## src/dqvs_pkg.sv

```systemverilog
// ----------------------------------------------------------------------------
// dqvs_pkg
// Shared sizes, command and status codes, and cell control types for the
// deque with value search.
// ----------------------------------------------------------------------------
package dqvs_pkg;

	localparam int CAPACITY    = 16;
	localparam int VALUE_WIDTH = 32;
	localparam int IO_W        = 32;
	localparam int CNT_W       = $clog2(CAPACITY + 1);
	localparam int IDX_W       = $clog2(CAPACITY);

	typedef enum logic [2:0] {
		CMD_ADD_FRONT = 3'd0,
		CMD_ADD_BACK  = 3'd1,
		CMD_REM_FRONT = 3'd2,
		CMD_REM_BACK  = 3'd3,
		CMD_CONTAINS  = 3'd4,
		CMD_REM_VALUE = 3'd5,
		CMD_PEEK      = 3'd6
	} cmd_t;

	typedef enum logic [1:0] {
		ST_OK        = 2'd0,
		ST_EMPTY     = 2'd1,
		ST_FULL      = 2'd2,
		ST_NOT_FOUND = 2'd3
	} status_t;

	// broadcast to every cell for one transaction
	typedef struct packed {
		logic shift_right;     // take left neighbour (add at front)
		logic shift_left_all;  // take right neighbour (remove front)
		logic shift_on_hit;    // take right neighbour from the first hit on
		logic load_tail;       // cell at the tail takes the key
	} cell_ctrl_t;

	// where a cell stands relative to the fill level
	typedef struct packed {
		logic occupied;
		logic at_tail;
	} cell_pos_t;

endpackage

```

## src/dqvs_cell.sv

```systemverilog
// ----------------------------------------------------------------------------
// dqvs_cell
// One deque entry: holds a value, compares it with the key and passes the
// first-hit flag on to its right-hand neighbour.
// ----------------------------------------------------------------------------
module dqvs_cell (
	input  logic                              clk,
	input  dqvs_pkg::cell_ctrl_t              ctrl,
	input  dqvs_pkg::cell_pos_t               pos,
	input  logic [dqvs_pkg::VALUE_WIDTH-1:0]  key,
	input  logic [dqvs_pkg::VALUE_WIDTH-1:0]  left_value,
	input  logic [dqvs_pkg::VALUE_WIDTH-1:0]  right_value,
	input  logic                              hit_in,
	output logic                              hit_out,
	output logic [dqvs_pkg::VALUE_WIDTH-1:0]  value
);
	import dqvs_pkg::*;

	logic [VALUE_WIDTH-1:0] value_q;
	logic                   match;

	assign match   = pos.occupied && (value_q == key);
	assign hit_out = hit_in || match;
	assign value   = value_q;

	always_ff @(posedge clk) begin
		if (ctrl.shift_right) begin
			value_q <= left_value;
		end else if (ctrl.shift_left_all || (ctrl.shift_on_hit && hit_out)) begin
			value_q <= right_value;
		end else if (ctrl.load_tail && pos.at_tail) begin
			value_q <= key;
		end
	end

endmodule

```

## src/dqvs_chain.sv

```systemverilog
// ----------------------------------------------------------------------------
// dqvs_chain
// Row of entry cells, front at cell zero. Carries the hit chain across the
// row and presents the front and back entries.
// ----------------------------------------------------------------------------
module dqvs_chain (
	input  logic                              clk,
	input  dqvs_pkg::cell_ctrl_t              ctrl,
	input  logic [dqvs_pkg::VALUE_WIDTH-1:0]  key,
	input  logic [dqvs_pkg::CNT_W-1:0]        count,
	output logic                              hit,
	output logic [dqvs_pkg::VALUE_WIDTH-1:0]  front,
	output logic [dqvs_pkg::VALUE_WIDTH-1:0]  back
);
	import dqvs_pkg::*;

	logic [VALUE_WIDTH-1:0] vals [CAPACITY];
	logic [CAPACITY:0]      hit_chain;
	logic [IDX_W-1:0]       back_idx;

	assign hit_chain[0] = 1'b0;

	for (genvar i = 0; i < CAPACITY; i++) begin : g_cell
		cell_pos_t              pos;
		logic [VALUE_WIDTH-1:0] left_v;
		logic [VALUE_WIDTH-1:0] right_v;

		assign pos.occupied = CNT_W'(i) < count;
		assign pos.at_tail  = CNT_W'(i) == count;

		if (i == 0) begin : g_first
			assign left_v = key;
		end else begin : g_mid
			assign left_v = vals[i-1];
		end

		// the last cell never takes from the right while it is occupied
		if (i == CAPACITY - 1) begin : g_last
			assign right_v = vals[i];
		end else begin : g_inner
			assign right_v = vals[i+1];
		end

		dqvs_cell u_cell (
			.clk         (clk),
			.ctrl        (ctrl),
			.pos         (pos),
			.key         (key),
			.left_value  (left_v),
			.right_value (right_v),
			.hit_in      (hit_chain[i]),
			.hit_out     (hit_chain[i+1]),
			.value       (vals[i])
		);
	end

	assign hit      = hit_chain[CAPACITY];
	assign back_idx = IDX_W'(count - CNT_W'(1));
	assign front    = vals[0];
	assign back     = vals[back_idx];

endmodule

```

## src/deque_with_value_search_unit.sv

```systemverilog
// After a command is accepted, fmt_q is registered and res_valid is then raised with the formed result.
// A new command is not taken while a result is being formed or while a held result is stalled.
// The key compare in every cell and the first-hit chain along the row
// settle in the cycle of acceptance; the result is formed in the next.
// Reset clears fill level and handshake state; entry cells are not cleared.
// ----------------------------------------------------------------------------
// deque_with_value_search_unit
// Bounded deque of signed values with contains and remove-by-value, built
// as a shifting row of cells. One result per command.
// ----------------------------------------------------------------------------
module deque_with_value_search_unit (
	input  logic               clk,
	input  logic               arst_n,
	input  logic               cmd_valid,
	output logic               cmd_stall,
	input  logic [2:0]         command,
	input  logic signed [31:0] item_value,
	output logic               res_valid,
	input  logic               res_stall,
	output logic [1:0]         status,
	output logic               found,
	output logic signed [31:0] front_value,
	output logic signed [31:0] back_value,
	output logic [4:0]         entry_count,
	output logic               is_empty
);
	import dqvs_pkg::*;

	logic                   accept;
	logic                   fmt_q;
	logic                   res_valid_q;
	logic [CNT_W-1:0]       count_q;
	logic [CNT_W-1:0]       count_d;
	logic [1:0]             status_q;
	logic                   found_q;
	status_t                st_d;
	logic                   found_d;
	cell_ctrl_t             ctrl_d;
	cell_ctrl_t             cell_ctrl;
	logic [VALUE_WIDTH-1:0] key;
	logic                   hit;
	logic [VALUE_WIDTH-1:0] front;
	logic [VALUE_WIDTH-1:0] back;
	logic                   full;
	logic                   empty;

	assign cmd_stall = fmt_q || (res_valid_q && res_stall);
	assign accept    = cmd_valid && !cmd_stall;
	assign key       = VALUE_WIDTH'(item_value);
	assign full      = count_q == CNT_W'(CAPACITY);
	assign empty     = count_q == '0;
	assign cell_ctrl = accept ? ctrl_d : '0;

	always_comb begin
		ctrl_d  = '0;
		st_d    = ST_OK;
		found_d = 1'b0;
		count_d = count_q;
		case (command)
			CMD_ADD_FRONT: begin
				if (full) begin
					st_d = ST_FULL;
				end else begin
					ctrl_d.shift_right = 1'b1;
					count_d = count_q + CNT_W'(1);
				end
			end
			CMD_ADD_BACK: begin
				if (full) begin
					st_d = ST_FULL;
				end else begin
					ctrl_d.load_tail = 1'b1;
					count_d = count_q + CNT_W'(1);
				end
			end
			CMD_REM_FRONT: begin
				if (empty) begin
					st_d = ST_EMPTY;
				end else begin
					ctrl_d.shift_left_all = 1'b1;
					count_d = count_q - CNT_W'(1);
				end
			end
			CMD_REM_BACK: begin
				if (empty) begin
					st_d = ST_EMPTY;
				end else begin
					count_d = count_q - CNT_W'(1);
				end
			end
			CMD_CONTAINS: begin
				if (empty) begin
					st_d = ST_EMPTY;
				end else begin
					found_d = hit;
				end
			end
			CMD_REM_VALUE: begin
				if (empty) begin
					st_d = ST_EMPTY;
				end else if (!hit) begin
					st_d = ST_NOT_FOUND;
				end else begin
					// cells from the first hit onward close the gap
					ctrl_d.shift_on_hit = 1'b1;
					found_d = 1'b1;
					count_d = count_q - CNT_W'(1);
				end
			end
			CMD_PEEK: begin
				if (empty) begin
					st_d = ST_EMPTY;
				end
			end
			default: begin
			end
		endcase
	end

	dqvs_chain u_chain (
		.clk   (clk),
		.ctrl  (cell_ctrl),
		.key   (key),
		.count (count_q),
		.hit   (hit),
		.front (front),
		.back  (back)
	);

	always_ff @(posedge clk or negedge arst_n) begin
		if (!arst_n) begin
			count_q     <= '0;
			fmt_q       <= 1'b0;
			res_valid_q <= 1'b0;
		end else begin
			fmt_q <= accept;
			if (accept) begin
				count_q <= count_d;
			end
			if (fmt_q) begin
				res_valid_q <= 1'b1;
			end else if (!res_stall) begin
				res_valid_q <= 1'b0;
			end
		end
	end

	always_ff @(posedge clk) begin
		if (accept) begin
			status_q <= st_d;
			found_q  <= found_d;
		end
		if (fmt_q) begin
			status      <= status_q;
			found       <= found_q;
			entry_count <= 5'(count_q);
			is_empty    <= count_q == '0;
			front_value <= (count_q == '0) ? '0 : $signed(IO_W'(front));
			back_value  <= (count_q == '0) ? '0 : $signed(IO_W'(back));
		end
	end

	assign res_valid = res_valid_q;

`ifndef SYNTH
	a_count_bound: assert property (@(posedge clk) disable iff (!arst_n)
		count_q <= CNT_W'(CAPACITY))
		else $error("fill level beyond capacity");

	a_fmt_slot_free: assert property (@(posedge clk) disable iff (!arst_n)
		fmt_q |-> !res_valid_q)
		else $error("result register busy when a result is formed");

	a_accept_fmt: assert property (@(posedge clk) disable iff (!arst_n)
		accept |=> fmt_q && cmd_stall)
		else $error("accepted command not followed by result formation");

	a_fmt_result: assert property (@(posedge clk) disable iff (!arst_n)
		fmt_q |=> res_valid && entry_count == 5'(count_q))
		else $error("result missing or count mismatch");
`endif

endmodule
```

## config.mk

```make
export PLATFORM = sky130hd
export DESIGN_NAME = deque_with_value_search_unit
export DESIGN_NICKNAME = d
export VERILOG_FILES = /design/src/dqvs_pkg.sv /design/src/dqvs_cell.sv /design/src/dqvs_chain.sv /design/src/deque_with_value_search_unit.sv
export SDC_FILE = /design/constraint.sdc
export NUM_CORES = 2
export LEC_CHECK = 0
export ABC_AREA = 1
export BUFFER_PORTS_ARGS = -buffer_cell sky130_fd_sc_hd__buf_2
export CAP_MARGIN = 20
export CORE_ASPECT_RATIO = 1.75
export CORE_UTILIZATION = 30
export CTS_BUF_LIST = sky130_fd_sc_hd__clkbuf_8
export CTS_CLUSTER_DIAMETER = 150
export DETAILED_ROUTE_END_ITERATION = 8
export PLACE_DENSITY_LB_ADDON = 0.15
export SETUP_SLACK_MARGIN = 0.5
export SYNTH_ARGS = -nofsm -noshare
export SYNTH_HDL_FRONTEND = slang
export SYNTH_SLANG_ARGS = --single-unit
```

## constraint.sdc

```tcl
create_clock -name clk -period 4.6 [get_ports clk]
set_input_delay 0.46 -clock clk [delete_from_list [all_inputs] [get_ports clk]]
set_output_delay 0.46 -clock clk [all_outputs]
set_load 0.02 [all_outputs]
```

# Word-level counts from Yosys, hierarchy flattened
# Cells that the tools add are included.
[classes] add_sub_neg=2 order_cmp=17 eq_ne=44 mux=74 bitwise=1 reduce_logical=107
[ops] cell="32-bit two-way mux" n=50
[ops] cell="32-bit == test" n=16
[ops] cell="32-bit binary-select mux with 4-bit select" n=1
[ops] cell="1-bit logical AND" n=50
[ops] cell="3-bit nonzero test" n=16
[ops] cell="4-bit by 5-bit == test with 1-bit output, first input constant" n=8
[ops] cell="4-bit by 5-bit less-than comparator with 1-bit output, first input constant" n=8
[ops] cell="1-bit logical OR" n=32
[ops] cell="3-bit by 5-bit == test with 1-bit output, first input constant" n=4
[ops] cell="3-bit by 5-bit less-than comparator with 1-bit output, first input constant" n=4
[ops] cell="5-bit two-way mux" n=4
[ops] cell="5-bit case mux with 3 select lines" n=1
[ops] cell="1-bit two-way mux" n=12
[ops] cell="2-bit by 5-bit == test with 1-bit output, first input constant" n=2
[ops] cell="1-bit by 5-bit less-than comparator with 1-bit output, first input constant" n=2
[ops] cell="2-bit by 5-bit less-than comparator with 1-bit output, first input constant" n=2
[ops] cell="2-bit != test, second input constant" n=5
[ops] cell="3-bit == test, second input constant" n=3
[ops] cell="3-bit by 2-bit == test with 1-bit output, second input constant" n=2
[ops] cell="2-bit two-way mux" n=3
[ops] cell="2-bit case mux with 3 select lines" n=1
[ops] cell="6-bit AND reduction" n=1
[ops] cell="5-bit by 1-bit adder with 5-bit output, second input constant" n=1
[ops] cell="1-bit by 5-bit == test with 1-bit output, first input constant" n=1
[ops] cell="other kinds (15)" n=16
[word_totals] reg_bits=595 output_inout_bits=75 wordCells=272

# Longest topological paths before layout
[logic_depth] word_depth=25 depth_mapped=26 ltp_nobuf=22

# By module
# A second synthesis with hierarchy kept.
[unflattened] hier_cells=8123 area_unflattened_um2=52218.8
[modules_own_cells] module="dqvs_cell" instances=16 cells_per_inst=386 area_per_inst_um2=2621.3 seq_area_each_um2=960.9
[modules_own_cells] module="dqvs_chain" instances=1 cells_per_inst=1641 area_per_inst_um2=6839.1 seq_area_each_um2=0.0
[modules_own_cells] module="deque_with_value_search_unit" instances=1 cells_per_inst=306 area_per_inst_um2=3439.5 seq_area_each_um2=2457.4

# Worst setup path before layout
# OpenSTA, ideal clock, no wires.
[synth_timing] path_kind="register -> register" startpoint="reg fmt_q" endpoint="reg u_chain.g_cell[7].u_cell.value_q[0] (enable)" setup_time_ps=629 arrival_ps=4161 t_required_ps=3971 path_slack_ps=-190 stages_incl_launch_ff=8 path_buffers=2 synth_period_minus_slack_ps=4790 cell_sequence="dfrtp_1 inv_1 nand3_1 inv_1 nand3_1 clkbuf_1 clkbuf_1 nand4_1"
[synth_via] elab_chain_len=7 word_cells_on_any_way=8 classes_between="mux (1); reduce/logical (7)"
[synth_lines] element="start: declaration" line_no="deque_with_value_search_unit.sv:30" text="logic fmt_q;"
[synth_lines] element="start signal: assignment" line_no="deque_with_value_search_unit.sv:136" text="fmt_q <= accept;"
[synth_lines] element="1-bit logical OR (*)" line_no="deque_with_value_search_unit.sv:47" text="assign cmd_stall = fmt_q || (res_valid_q && res_stall);"
[synth_lines] element="1-bit logical NOT (*)" line_no="deque_with_value_search_unit.sv:48" text="assign accept = cmd_valid && !cmd_stall;"
[synth_lines] element="1-bit logical AND (*)" line_no="deque_with_value_search_unit.sv:48"
[synth_lines] element="named net accept" line_no="deque_with_value_search_unit.sv:29" text="logic accept;"
[synth_lines] element="4-bit two-way mux (*)" line_no="deque_with_value_search_unit.sv:52" text="assign cell_ctrl = accept ? ctrl_d : '0;"
[synth_lines] element="1-bit logical AND" line_no="dqvs_cell.sv:29" text="end else if (ctrl.shift_left_all || (ctrl.shift_on_hit && hit_out)) begin"
[synth_lines] element="1-bit logical OR" line_no="dqvs_cell.sv:29"
[synth_lines] element="3-bit nonzero test (no line) (*)"
[synth_lines] element="end signal: assignment" line_no="dqvs_cell.sv:28" text="value_q <= left_value;"
[synth_lines] element="end signal: assignment" line_no="dqvs_cell.sv:30" text="value_q <= right_value;"
[synth_lines] element="end signal: assignment" line_no="dqvs_cell.sv:32" text="value_q <= key;"
[synth_lines] element="end: declaration" line_no="dqvs_cell.sv:19" text="logic [VALUE_WIDTH-1:0] value_q;"
# Mark *: on every way through the listed nets, which the timed path passes. The rest lies on a longest branch.
# A chain may end at the register's enable or synchronous reset.

# Worst setup path in the final report
[layout_timing] startpoint="reg u_chain.g_cell[14].u_cell.value_q[30]" endpoint="reg u_chain.g_cell[0].u_cell.value_q[13] (enable)"
[layout_via] elab_chain_len=11
[layout_lines] element="start: declaration" line_no="dqvs_cell.sv:19"
[layout_lines] element="start signal: assignment" line_no="dqvs_cell.sv:28"
[layout_lines] element="start signal: assignment" line_no="dqvs_cell.sv:30"
[layout_lines] element="start signal: assignment" line_no="dqvs_cell.sv:32"
[layout_lines] element="32-bit == test" line_no="dqvs_cell.sv:22" text="assign match = pos.occupied && (value_q == key);"
[layout_lines] element="1-bit logical AND" line_no="dqvs_cell.sv:22"
[layout_lines] element="1-bit logical OR (2 in a row)" line_no="dqvs_cell.sv:23" text="assign hit_out = hit_in || match;"
[layout_lines] element="1-bit two-way mux" line_no="deque_with_value_search_unit.sv:101" text="end else if (!hit) begin"
[layout_lines] element="1-bit two-way mux" line_no="deque_with_value_search_unit.sv:99" text="if (empty) begin"
[layout_lines] element="1-bit two-way mux" line_no="deque_with_value_search_unit.sv:59" text="case (command)"
[layout_lines] element="4-bit two-way mux" line_no="deque_with_value_search_unit.sv:52"
[layout_lines] element="1-bit logical AND" line_no="dqvs_cell.sv:29"
[layout_lines] element="1-bit logical OR" line_no="dqvs_cell.sv:29"
[layout_lines] element="3-bit nonzero test (no line)"
[layout_lines] element="end signal: assignment" line_no="dqvs_cell.sv:28"
[layout_lines] element="end signal: assignment" line_no="dqvs_cell.sv:30"
[layout_lines] element="end signal: assignment" line_no="dqvs_cell.sv:32"
[layout_lines] element="end: declaration" line_no="dqvs_cell.sv:19"
# Every way passes these cells.

==> impl_results.md <==
- Area leader, netlist: edfxtp_1
- Drt total wl: 290.9 mm
- Worst setup EP type: register
- Max IR drop VDD: 0.4957 mV
- Rows: roughly 190
- Status: complete, no violations
- Critical Path Max Stage Delay: 0.82 ns
- Io pins: 114
- Placed Cells: 8484
- Hold Crit Class: in2reg
- RSZ-0062 raised after global routing: no
- Total chip power: 23.98 mW
- Multi-input combinational cell area: 0.02323 mm²
- Max Slew Vio Count: 0
- EDFF count, synth: between 500 and 600
- Total die area: around 0.15 mm²
- Post-route DRC: 0
- Non-Filler Instances: 8704
- Max Clk Rate: 239.7 MHz
- Maximum Capacitance Violations: 0
- DRT antenna net count: 0
- Cells after Synth: between 6000 and 7000
- Synth Area in Compound Gates: 11.02%
- XOR/XNOR Fraction of Synth Area: 5.862%
- Post-synthesis mux area share: 0%
- Antenna violations before repair: 8
- Synth Flop Type: edfxtp_1
- Kind of critical path: reg2reg
- DP Area: 0.05051 mm²
- Critical Path RT: ~5.2 ns
- Final nets: 6655
- Post-synth top area share: about two fifths
- Setup TNS: 0 ns
- Arr. time, crit path: 4.73 ns
- CTS Root Cell: clkbuf_8
- PnR worst setup slack: 0.4287 ns
- CP delay by family, top: simple AND/OR/NAND/NOR gates
- Worst path buffer plus inverter count: 3
- Post-Syn Area per Cell: 7.045 µm²
- Wirelength per Cell: 33.42 µm
- Post-route cell area: 0.05290 mm²
- Slew of the pin with the lowest slew margin: 1.008 ns
- Drt first pass iters: 6
- Endpoints failing hold: 0
- R2R Setup Slk: 0.43 ns
- Dpl hpwl: between 200 and 250 mm
- Synth Area in Simple Gates: 33.74%
- Largest family of logic cells by synthesized area: simple AND/OR/NAND/NOR gates
- Number of I/O port buffers: 113
- Clock transition at path regs: 0.06 ns
- DR iter-0 viols: around 5000
- Worst slack, placed: -0.3373 ns
- Layout cell share with drive strength beyond 1: 12.05%
- Register area: 0.01784 mm²
- Final min period: about 4.2 ns
- Die Wd: 295.7 µm
- Lkg Pwr: between 20 and 25 nW
- Syn Nets: 6470
- Post-synth top cells: 1849 x nand2_1, 959 x nand3_1, 588 x edfxtp_1
- Final Skew: approximately 0.046 ns
- Post-layout util: 35.31%
- Num CTS Buffers: ~110
- Vias in the first global route: 47091
- Synth top area cells: edfxtp_1 39%, nand2_1 15%, nand3_1 11%
- Sequential fraction of the synthesis area: 39.39%
- Initial core utilization: 30.21%
- Area growth syn-to-layout: 16.85%
- # setup viols final: 0
- Vias per cell: roughly 5.5
- Crit share post-route: about nine tenths
- Synthesized flop and latch total: 595
- Crit path cell chain: xnor2_1 -> inv_1 -> or4_1 -> nor3_1 -> nand4_1 -> nand4_2 -> buf_12 -> nand2_1 -> o21ai_4 -> nor2_1 -> o21ai_4 -> buf_12
- Total GRT Usage: between 30% and 40%
- CTS Sinks: around 600
- Layout fillers: 16459
- WHS: 0.08977 ns
- Post-Syn Area: 0.04527 mm²
- First-pass GRT wire length: around 390 mm
- Pwr/cell area: 453.2 mW/mm²
- Synth Area in Adders: 0.1382%
- CP max-delay cell: xnor2_1
- Core Area: 0.1498 mm²
- Post-synth ARST share: 1.176%
- Die H: 515.9 µm
- Largest net degree at the start of global routing: 117
- Yosys warnings: 0
- Max transition margin: 32.59%
- Skew-Pair Late Insertion Delay: around 0.9 ns
- H-tree levels: 3
- Peak fanout along the critical path: 21
- Top-count cell post-synth: nand2_1
- Startpoint Class: register
- Global placer's final weighted congestion: 1.096
- CTS tree: built
- Netlist cell types: 53
- Via count: between 40000 and 50000
- GR Overflow Total: 0
- Max clock buf depth: 3
## layout make-up
class | instances | area share [%]
multi-input cells | 4735 | 43.92
flip-flops and latches | 595 | 33.72
repair buffers | 551 | 9.118
well taps | 1995 | 4.718
inverters | 616 | 4.413
clock buffers | 122 | 3.174
clock inverters | 84 | 0.9082
diodes | 6 | 0.02838
## layer usage
metal	global-route usage (%)	vias to the layer above	routed length, µm
met5	0	-	15
met4	42.48	2	39560
met3	4.583	863	14500
met2	65.99	2318	144700
met1	36.15	22990	92150
li1	-	21868	-
## registers in the layout, indices dropped and copies added, names as in the netlist, 2 cells and up
register and cells:
back_value 32, count_q 5, entry_count 5, front_value 32, status 2, status_q 2, u_chain.g_cell.u_cell.value 512
## worst register-to-register path, cell delays in order (launching register included)
cell      delay [ns]
edfxtp_1        0.45
xnor2_1         0.82
inv_1           0.07
or4_1           0.49
nor3_1          0.31
nand4_1         0.34
nand4_2         0.30
buf_12          0.19
nand2_1         0.13
o21ai_4         0.23
nor2_1          0.11
o21ai_4         0.13
buf_12          0.23
## cells by family (layout without fill, tap and decap cells)
kind of cell | Yosys count | in the layout
flops | 595 | 595
simple gates | 3462 | 3462
xor+xnor | 303 | 303
compound gates | 965 | 965
other cells | 0 | 6
fa+ha+maj | 5 | 5
buf+inv | 1096 | 1373
## cells in the final DEF (no fill, tap or decap), types with 23 or more instances in the layout
master	synthesis	routed
nand2_1	1849	1843
a21oi_1	338	338
buf_2	119	113
inv_2	28	28
xor2_1	133	132
nor3_1	49	46
o21ai_0	492	491
clkbuf_8	0	122
clkinv_1	1	29
xnor2_1	170	163
edfxtp_1	588	588
nand3b_1	23	23
nand3_1	959	951
inv_1	586	609
buf_12	0	76
o21ai_1	75	74
nor4_1	57	54
buf_4	44	353
nand4_1	133	133
nor2_1	308	300
## worst paths after layout
kind                                                            to                                 from  cells past startpoint
worst max-delay path            u_chain.g_cell[0].u_cell.value[13]  u_chain.g_cell[14].u_cell.value[30]                     12
worst min-delay path                                   status_q[0]                           command[0]                      4
worst max register to register  u_chain.g_cell[0].u_cell.value[13]  u_chain.g_cell[14].u_cell.value[30]                     12
min in group asynchronous                                    fmt_q                               arst_n                      3
max in group asynchronous                               count_q[0]                               arst_n                      3
worst min register to register                           status[1]                          status_q[1]                      0
## power breakdown
part,internal (mW),total [mW],switching [mW]
Clock,2.66,5.52,2.86
Sequential,6.65,6.94,0.298
Combinational,2.96,11.5,8.55
## what timing repair did
action,CTS,global route
pin swaps,2,3
setup endpoints to repair,835,820
resized for setup,11,20
endpoints found under the hold margin,11,0
hold buffers,6,0
buffers inserted,0,2
(Power assumes the default switching activity.)
